### config.mk
export PLATFORM = sky130hd
export DESIGN_NAME = bts_coord
export DESIGN_NICKNAME = d
export VERILOG_FILES = /design/src/rtl/bts_pkg.sv /design/src/rtl/bts_coord.sv
export SDC_FILE = /design/constraint.sdc
export NUM_CORES = 1
export LEC_CHECK = 0
export ABC_AREA = 1
export BUFFER_PORTS_ARGS = -buffer_cell sky130_fd_sc_hd__buf_2
export CAP_MARGIN = 20
export CORE_MARGIN = 1
export CORE_UTILIZATION = 45
export CTS_BUF_LIST = sky130_fd_sc_hd__clkbuf_16
export CTS_CLUSTER_DIAMETER = 40
export CTS_CLUSTER_SIZE = 24
export DETAILED_ROUTE_END_ITERATION = 16
export MAX_ROUTING_LAYER = met4
export PLACE_DENSITY_LB_ADDON = 0.2
export SLEW_MARGIN = 20
export SYNTH_ARGS = -nofsm -noshare
export SYNTH_HDL_FRONTEND = slang
export SYNTH_SLANG_ARGS = --single-unit
### constraint.sdc
create_clock -name clk -period 8.2 [get_ports clk]
set_input_delay 0.41 -clock clk [delete_from_list [all_inputs] [get_ports clk]]
set_output_delay 0.41 -clock clk [all_outputs]
set_load 0.02 [all_outputs]
### src/rtl/bts_pkg.sv
// Shared types, constants and axis arithmetic for the bilinear texture sampler.
package bts_pkg;

	localparam int MAX_DIM         = 128;
	localparam int COORD_FRAC_BITS = 16;
	localparam int WEIGHT_BITS     = 8;
	localparam int TEXEL_COUNT_DEF = 16384;

	localparam int IDX_W     = 14;
	localparam int TEXEL_W   = 32;
	localparam int COORD_W   = 32;
	localparam int CHAN_W    = 8;
	localparam int CHANNELS  = 4;
	localparam int CFG_W     = 8;
	localparam int REG_IDX_W = 2;

	localparam int DIM_W  = $clog2(MAX_DIM + 1);
	localparam int FRAC_W = COORD_FRAC_BITS;
	localparam int WGT_W  = WEIGHT_BITS;
	localparam int LIN_W  = 2 * DIM_W;
	localparam int SEQ_AW = (LIN_W > IDX_W) ? LIN_W : IDX_W;
	localparam int TOP_W  = CHAN_W + WGT_W;
	localparam int SUM_W  = CHAN_W + 2 * WGT_W + 1;

	localparam logic [FRAC_W+DIM_W-1:0] HALF_TEXEL = (FRAC_W + DIM_W)'(1) << (FRAC_W - 1);
	localparam logic [COORD_W-1:0]      COORD_ONE  = COORD_W'(1) << FRAC_W;
	localparam logic [WGT_W:0]          WGT_FULL   = (WGT_W + 1)'(1) << WGT_W;
	localparam logic [SUM_W-1:0]        SUM_ROUND  = SUM_W'(1) << (2 * WGT_W - 1);
	localparam logic [TEXEL_W-1:0]      TEXEL_WHITE = '1;

	typedef enum logic [REG_IDX_W-1:0] {
		REG_WIDTH,
		REG_HEIGHT,
		REG_ENABLE,
		REG_MODE
	} reg_idx_t;

	typedef enum logic [1:0] {
		OP_WRITE,
		OP_WHITE,
		OP_CLAMP,
		OP_BILIN
	} op_t;

	typedef struct packed {
		logic [DIM_W-1:0] width;
		logic [DIM_W-1:0] height;
		logic             enable;
		logic             mode;
	} cfg_t;

	typedef struct packed {
		logic                      req_type;
		logic [IDX_W-1:0]          texel_index;
		logic [TEXEL_W-1:0]        texel_rgba;
		logic signed [COORD_W-1:0] coord_u;
		logic signed [COORD_W-1:0] coord_v;
	} req_t;

	typedef struct packed {
		op_t                op;
		logic [DIM_W-1:0]   x0;
		logic [DIM_W-1:0]   x1;
		logic [DIM_W-1:0]   y0;
		logic [DIM_W-1:0]   y1;
		logic [DIM_W-1:0]   w;
		logic [WGT_W-1:0]   wx;
		logic [WGT_W-1:0]   wy;
		logic [IDX_W-1:0]   wr_index;
		logic [TEXEL_W-1:0] wr_data;
	} coord_t;

	typedef struct packed {
		logic             last;
		op_t              op;
		logic             zero;
		logic [WGT_W-1:0] wx;
		logic [WGT_W-1:0] wy;
	} beat_t;

	typedef struct packed {
		logic [DIM_W-1:0] i0;
		logic [DIM_W-1:0] i1;
		logic [WGT_W-1:0] w;
	} axis_t;

	function automatic logic [DIM_W-1:0] eff_dim(input logic [CFG_W-1:0] d);
		if (int'(d) > MAX_DIM)
			return DIM_W'(MAX_DIM);
		return DIM_W'(d);
	endfunction

	function automatic axis_t wrap_axis(input logic [FRAC_W-1:0] frac,
			input logic [DIM_W-1:0] size);
		logic [FRAC_W+DIM_W-1:0] prod;
		logic [FRAC_W+DIM_W-1:0] pos;
		logic [FRAC_W-1:0]       f;
		logic [DIM_W-1:0]        i0;
		logic [FRAC_W+WGT_W-1:0] fw;
		axis_t                   r;
		prod = frac * size;
		pos  = prod - HALF_TEXEL;
		if (prod < HALF_TEXEL) begin
			i0 = size - 1'b1;
			f  = FRAC_W'(prod + HALF_TEXEL);
		end else begin
			i0 = pos[FRAC_W+DIM_W-1:FRAC_W];
			f  = pos[FRAC_W-1:0];
			if (i0 >= size)
				i0 = size - 1'b1;
		end
		fw   = {f, {WGT_W{1'b0}}};
		r.w  = fw[FRAC_W+WGT_W-1:FRAC_W];
		r.i0 = i0;
		r.i1 = (({1'b0, i0} + (DIM_W + 1)'(1)) >= {1'b0, size}) ? '0 : i0 + 1'b1;
		return r;
	endfunction

	function automatic logic [DIM_W-1:0] clamp_axis(input logic [COORD_W-1:0] coord,
			input logic [DIM_W-1:0] size);
		logic [FRAC_W:0]       c;
		logic [DIM_W-1:0]      sm1;
		logic [FRAC_W+DIM_W:0] p;
		if (coord[COORD_W-1])
			c = '0;
		else if (coord > COORD_ONE)
			c = COORD_ONE[FRAC_W:0];
		else
			c = coord[FRAC_W:0];
		sm1 = size - 1'b1;
		p   = c * sm1;
		return p[FRAC_W+DIM_W-1:FRAC_W];
	endfunction

endpackage

### src/rtl/bts_coord.sv
// Coordinate stage: request decode, wrap and clamp axis math, stage-2 register.
module bts_coord (
	input  logic            clk,
	input  logic            en,
	input  bts_pkg::req_t   req_s1,
	input  bts_pkg::cfg_t   cfg,
	output bts_pkg::coord_t coord_s2
);
	import bts_pkg::*;

	logic             white;
	axis_t            ax;
	axis_t            ay;
	logic [DIM_W-1:0] cx;
	logic [DIM_W-1:0] cy;
	coord_t           nxt;

	always_comb begin
		white = !cfg.enable || cfg.width == '0 || cfg.height == '0;
		ax    = wrap_axis(req_s1.coord_u[FRAC_W-1:0], cfg.width);
		ay    = wrap_axis(req_s1.coord_v[FRAC_W-1:0], cfg.height);
		cx    = clamp_axis(req_s1.coord_u, cfg.width);
		cy    = clamp_axis(req_s1.coord_v, cfg.height);
		nxt          = '0;
		nxt.w        = cfg.width;
		nxt.wr_index = req_s1.texel_index;
		nxt.wr_data  = req_s1.texel_rgba;
		if (!req_s1.req_type) begin
			nxt.op = OP_WRITE;
		end else if (white) begin
			nxt.op = OP_WHITE;
		end else if (cfg.mode) begin
			nxt.op = OP_CLAMP;
			nxt.x0 = cx;
			nxt.y0 = cy;
		end else begin
			nxt.op = OP_BILIN;
			nxt.x0 = ax.i0;
			nxt.x1 = ax.i1;
			nxt.y0 = ay.i0;
			nxt.y1 = ay.i1;
			nxt.wx = ax.w;
			nxt.wy = ay.w;
		end
	end

	always_ff @(posedge clk) begin
		if (en)
			coord_s2 <= nxt;
	end

endmodule

* Word level (Yosys, flattened, before mapping)
Cells that the tools add are included.
Storage, ports and cells: flip-flop bits (word level) 104, bits of input ports 131, output and inout port bits 104, logic and storage cells 56
Cells by class: add/sub/neg operators 10, multiply operators 4, $lt $le $gt $ge 8, multiplexer cells 13, bitwise gates (word level) 1, reduce and logical (&&, ||, !) cells 9
Operators with widths (number):
- $mux 17 | 4
- $gt 32x17->1 const B | 2
- $lt 24x16->1 const B | 2
- $mul 16x8->24 | 2
- $mul 17x8->24 | 2
- $sub 24x16->24 const B | 2
- $mux 8 | 5
- $add 16x16->16 const B | 2
- $mux 16 | 2
- $add 8x1->9 const B | 2
- $ge 9x8->1 | 2
- $add 8x1->8 const B | 2
- $ge 8x8->1 | 2
- $logic_not 8->1 | 2
- $sub 8x1->8 const B | 2
- $mux 9 | 1
- $reduce_or 4->1 | 2
- $reduce_or 3->1 | 1
- $logic_or 1x1->1 | 2
- $reduce_or 2->1 | 1
- $logic_not 1->1 | 1
- $mux 1 | 1
- $not 1->1 | 1

* Longest topological paths before layout
word-level depth 8, gate-level depth with buffers 57, depth with buffers taken out 55

* Least setup slack after synthesis
OpenSTA, ideal clock, no wires.
kind input to register, start in cfg[4] in the netlist's numbering, end reg coord_s2[77] in the netlist's numbering, data pin, library setup time 0.138 ns, data arrival time 7.916 ns, required time 8.062 ns, path slack 0.146 ns, cell stages on the path 48, path buffers 2, cells stage by stage clkbuf_1 buf_1 nand2_1 fa_1 inv_1 fa_1 fa_1 inv_1 fa_1 inv_1 ha_1 nand2_1 nor2_1 inv_1 nor3_2 nand2_1 nand2_1 xnor2_1 [... 12 more ...] o21ai_0 nand2_1 nand2_1 inv_1 ha_1 nand3_1 nor2_4 xor2_1 inv_1 ha_1 a21oi_1 o221ai_1 a221o_1 nand2_1 o2111ai_1 inv_1 nand2_2 nor2_1
Between the ends: cells in the longest elaborated chain, start to end 8, elaborated cells on any way between the ends 13, classes of those cells 4 x add/sub; 1 x mul; 3 x order compare; 2 x mux; 3 x reduce/logical
Ends and longest elaborated chain:
- start, declared | line bts_coord.sv:6 | input bts_pkg::cfg_t cfg,
- $mul 16x8->24 | line bts_pkg.sv:101 | prod = frac * size;
- $sub 24x16->24 | line bts_pkg.sv:102 | pos = prod - HALF_TEXEL;
- $ge 8x8->1 | line bts_pkg.sv:109 | if (i0 >= size)
- $mux 8 | line bts_pkg.sv:109
- $mux 8 | line bts_pkg.sv:103 | if (prod < HALF_TEXEL) begin
- $add 8x1->9 | line bts_pkg.sv:115 | r.i1 = (({1'b0, i0} + (DIM_W + 1)'(1)) >= {1'b0, size}) ? '0 : i0 + 1'b1;
- $ge 9x8->1 | line bts_pkg.sv:115
- $reduce_or 4->1 (no line)
- end signal, assigned | line bts_coord.sv:49 | coord_s2 <= nxt;
- end, declared | line bts_coord.sv:7 | output bts_pkg::coord_t coord_s2
Parallel ways exist; a longest one is shown, timed or not. A chain may end at the register's enable or synchronous reset.

* Final worst setup path
start in cfg[4] in the netlist's numbering, end reg coord_s2[73] in the netlist's numbering, data pin
Same word-level chain as after synthesis.

==> results.md <==
- Final WS setup: 0.483 ns
- Ports: 235
- Vias per cell: 5.12
- DRC viols: 0
- Post-synth top area share: 29.6%
- Setup-failing EPs final: 0
- Fin. Hold Viols: 0
- Yosys cell types: 62
- Vias in the first global route: 21400
- Total wire length: 65600 um
- DP Cell Count: 3982
- Top-count cell post-synth: nand2_1
- Logic gate share of total power: 86.0%
- Multi-input gate area: 17000 um2
- Post-Syn Area: 23100 um2
- Setup tns final: 0 ns
- Synth top cells by count: nand2_1 (808), inv_1 (740), fa_1 (342)
- Slowest stage delay, CP: 0.54 ns
- Gate Count Post-Synth: 3094
- Initial DRC count: 1154
- Slew Viols, Final: 0
- Worst vdd ir: 481 uV
- Fmax: 130 MHz
- Max FFs per register: 104
- CTS max path bufs: 2
- Worst-path clk slew: 0.10 ns
- Layout fillers: 4975
- Vias: 20500
- Synth Area per Inst: 7.47 um2
- Status: finished clean
- Antenna cells: 0
- Slew @ Worst Pin: 1.05 ns
- Crit end category: flip-flop
- Antenna violations before repair: 1
- Root Driver: clkbuf_16
- Die Width: 229 um
- Port bufs: 234
- Yosys reg bits: 104
- Critical-path maximum fanout: 11
- Slowest stage cell, crit path: fa_1
- Drt wl/cell: 16.4 um
- Post-DP HPWL: 55000 um
- Power per cell area: 333 nW/um2
- Global-route wire length before repair: 109000 um
- Area contributors post-synth: fa_1 (30%), edfxtp_1 (14%), nand2_1 (13%)
- Ys async rst share: 0%
- Largest register by flop count: coord_s2
- Leading registers by flop count: coord_s2 x104
- CTS sink count: 104
- Hold Path Sink: coord_s2[35]
- Hold buffers post-CTS: 0
- GRT Residual Overflow: 0
- Placer's final routability congestion estimate: 0.959
- EDFF count, synth: 104
- Nets: 3997
- HP Class: primary input to flip-flop
- Tmin final: 7.72 ns
- H-tree Lvls: 3
- Tot GR Track Use: 26.9%
- Seq pwr share: 8.5%
- WP buf/inv: 10
- Row cnt: 82
- Final ANT Viol Nets: 0
- Hold Path Origin: req_s1[99]
- Core footprint: 50400 um2
- Crit Path Class: primary input to flip-flop
- Pre-CTS WS: -0.105 ns
- Hold slack: 0.174 ns
- Crit path arrival time: 7.90 ns
- Die H: 229 um
- Layout cells sized above 1: 14.4%
- CTS tree: built
- First-pass detailed-route iteration total: 5
- Pin count of the biggest net entering global routing: 79
- Number of max-cap violations: 0
- Initial Util: 45.9%
- Period utilisation layout: 94.1%
- P_sw: 4.90 mW
- YS warnings: 0
- Sw Share: 57.0%
- Syn_nets: 3768
- CP most frequent cell: nand2_1
- Startpoint types: primary input
- Post-synthesis sequential area ratio: 13.5%
- FF/Latch Area: 3120 um2
- Synth Flop Type: edfxtp_1
- Die area: 52200 um2
- Layout Cells excl Fill: 4000
- Total internal power: 3.70 mW
- Family with the most delay on the worst path: adder cells
- Clk pwr share: 5.6%
- Synth area leader: fa_1
- Required time of the critical path: 8.38 ns
- Leakage: 14.3 nW
- RSZ-0062 raised after global routing: no
- Worst slew margin: 30.2%
- CTS Buf Count: 9
- Hold Path Depth: 1
- Final core occ: 51.4%
- Area grow syn2layout: 12.0%
cell type report:
type	instances	share of cell area, %
Tap cell	672	3.25
Clock inverter	7	0.314
Multi-Input combinational cell	2150	65.8
Timing Repair Buffer	307	6.79
Sequential cell	104	12.1
Clock buffer	9	0.870
Inverter	751	10.9
metal layers:
| layer | wire (um) | global-route usage, % | vias up |
|---|---|---|---|
| li1 | - | - | 9774 |
| met2 | 32600 | 46.0 | 745 |
| met1 | 27200 | 32.7 | 9824 |
| met5 | 0 | - | - |
| met3 | 3700 | 2.77 | 139 |
| met4 | 2190 | 10.3 | 0 |
cells by family after synthesis:
kind of cell | Yosys count | synth area share, %
DFF | 104 | 13.5
and+or+nand+nor | 1352 | 25.5
buffers and inverters | 840 | 13.8
AOI/OAI and AO/OA | 221 | 5.38
adders and majority gates | 543 | 40.5
xor gates and xnor gates | 34 | 1.35
power groups by stage:
stage,clock (mW),combinational [mW],sequential [mW]
CTS,0.491,7.08,0.732
global route,0.503,8.31,0.739
detailed placement,0,7.05,0.744
global placement,0,6.93,0.743
finish,0.480,7.40,0.729
floorplan,0,4.67,0.845
worst max-delay path by stage:
| stage | startpoint | end | slack, ns | cells past startpoint |
|---|---|---|---|---|
| floorplan | cfg[4] | coord_s2[77] | 0.15 | 48 |
| CTS | cfg[4] | coord_s2[74] | 0.31 | 46 |
| detailed placement | cfg[4] | coord_s2[74] | -0.11 | 46 |
| global route | cfg[12] | coord_s2[86] | 0.002 | 46 |
| global placement | cfg[4] | coord_s2[77] | 0.09 | 48 |
| finish | cfg[4] | coord_s2[73] | 0.48 | 46 |
metrics by stage:
step,total power [mW],cell area (um2)
floorplan,5.52,23100
global placement,7.67,25300
detailed placement,7.79,25300
CTS,8.31,25600
global route,9.55,25900
finish,8.61,25900
placed cells by master, fill, tap and decap left out, types with 4 or more instances in the layout:
master	netlist	final
ha_2	0	5
edfxtp_1	104	104
buf_2	1	219
xor2_2	1	5
a21oi_2	1	4
nand2_4	9	11
nand3b_1	9	9
o21ai_1	7	7
nor4_1	13	13
o21bai_1	9	9
buf_4	4	78
xnor2_1	10	9
or2_2	4	4
clkbuf_4	0	10
nor2_4	10	12
fa_1	342	342
a31oi_1	4	4
nor2_2	15	17
nand3_1	109	106
o22ai_1	5	5
inv_1	740	737
inv_2	7	11
clkbuf_16	0	9
nand4_1	37	37
nand3_2	4	7
o21a_1	8	8
nor3_1	28	27
o21ai_0	57	56
ha_1	201	190
a21oi_1	107	104
nor2_1	244	240
nor3_2	4	5
xor2_1	22	18
nand2_2	45	50
nand2_1	808	801
ha_4	0	6
what timing repair did:
| item | 4_1_cts | 5_1_grt |
|---|---|---|
| setup buffers | 0 | 2 |
| gates resized for setup | 0 | 62 |
| endpoints found under the setup margin | 0 | 16 |
Note: power is estimated with default switching activity, not from simulation.
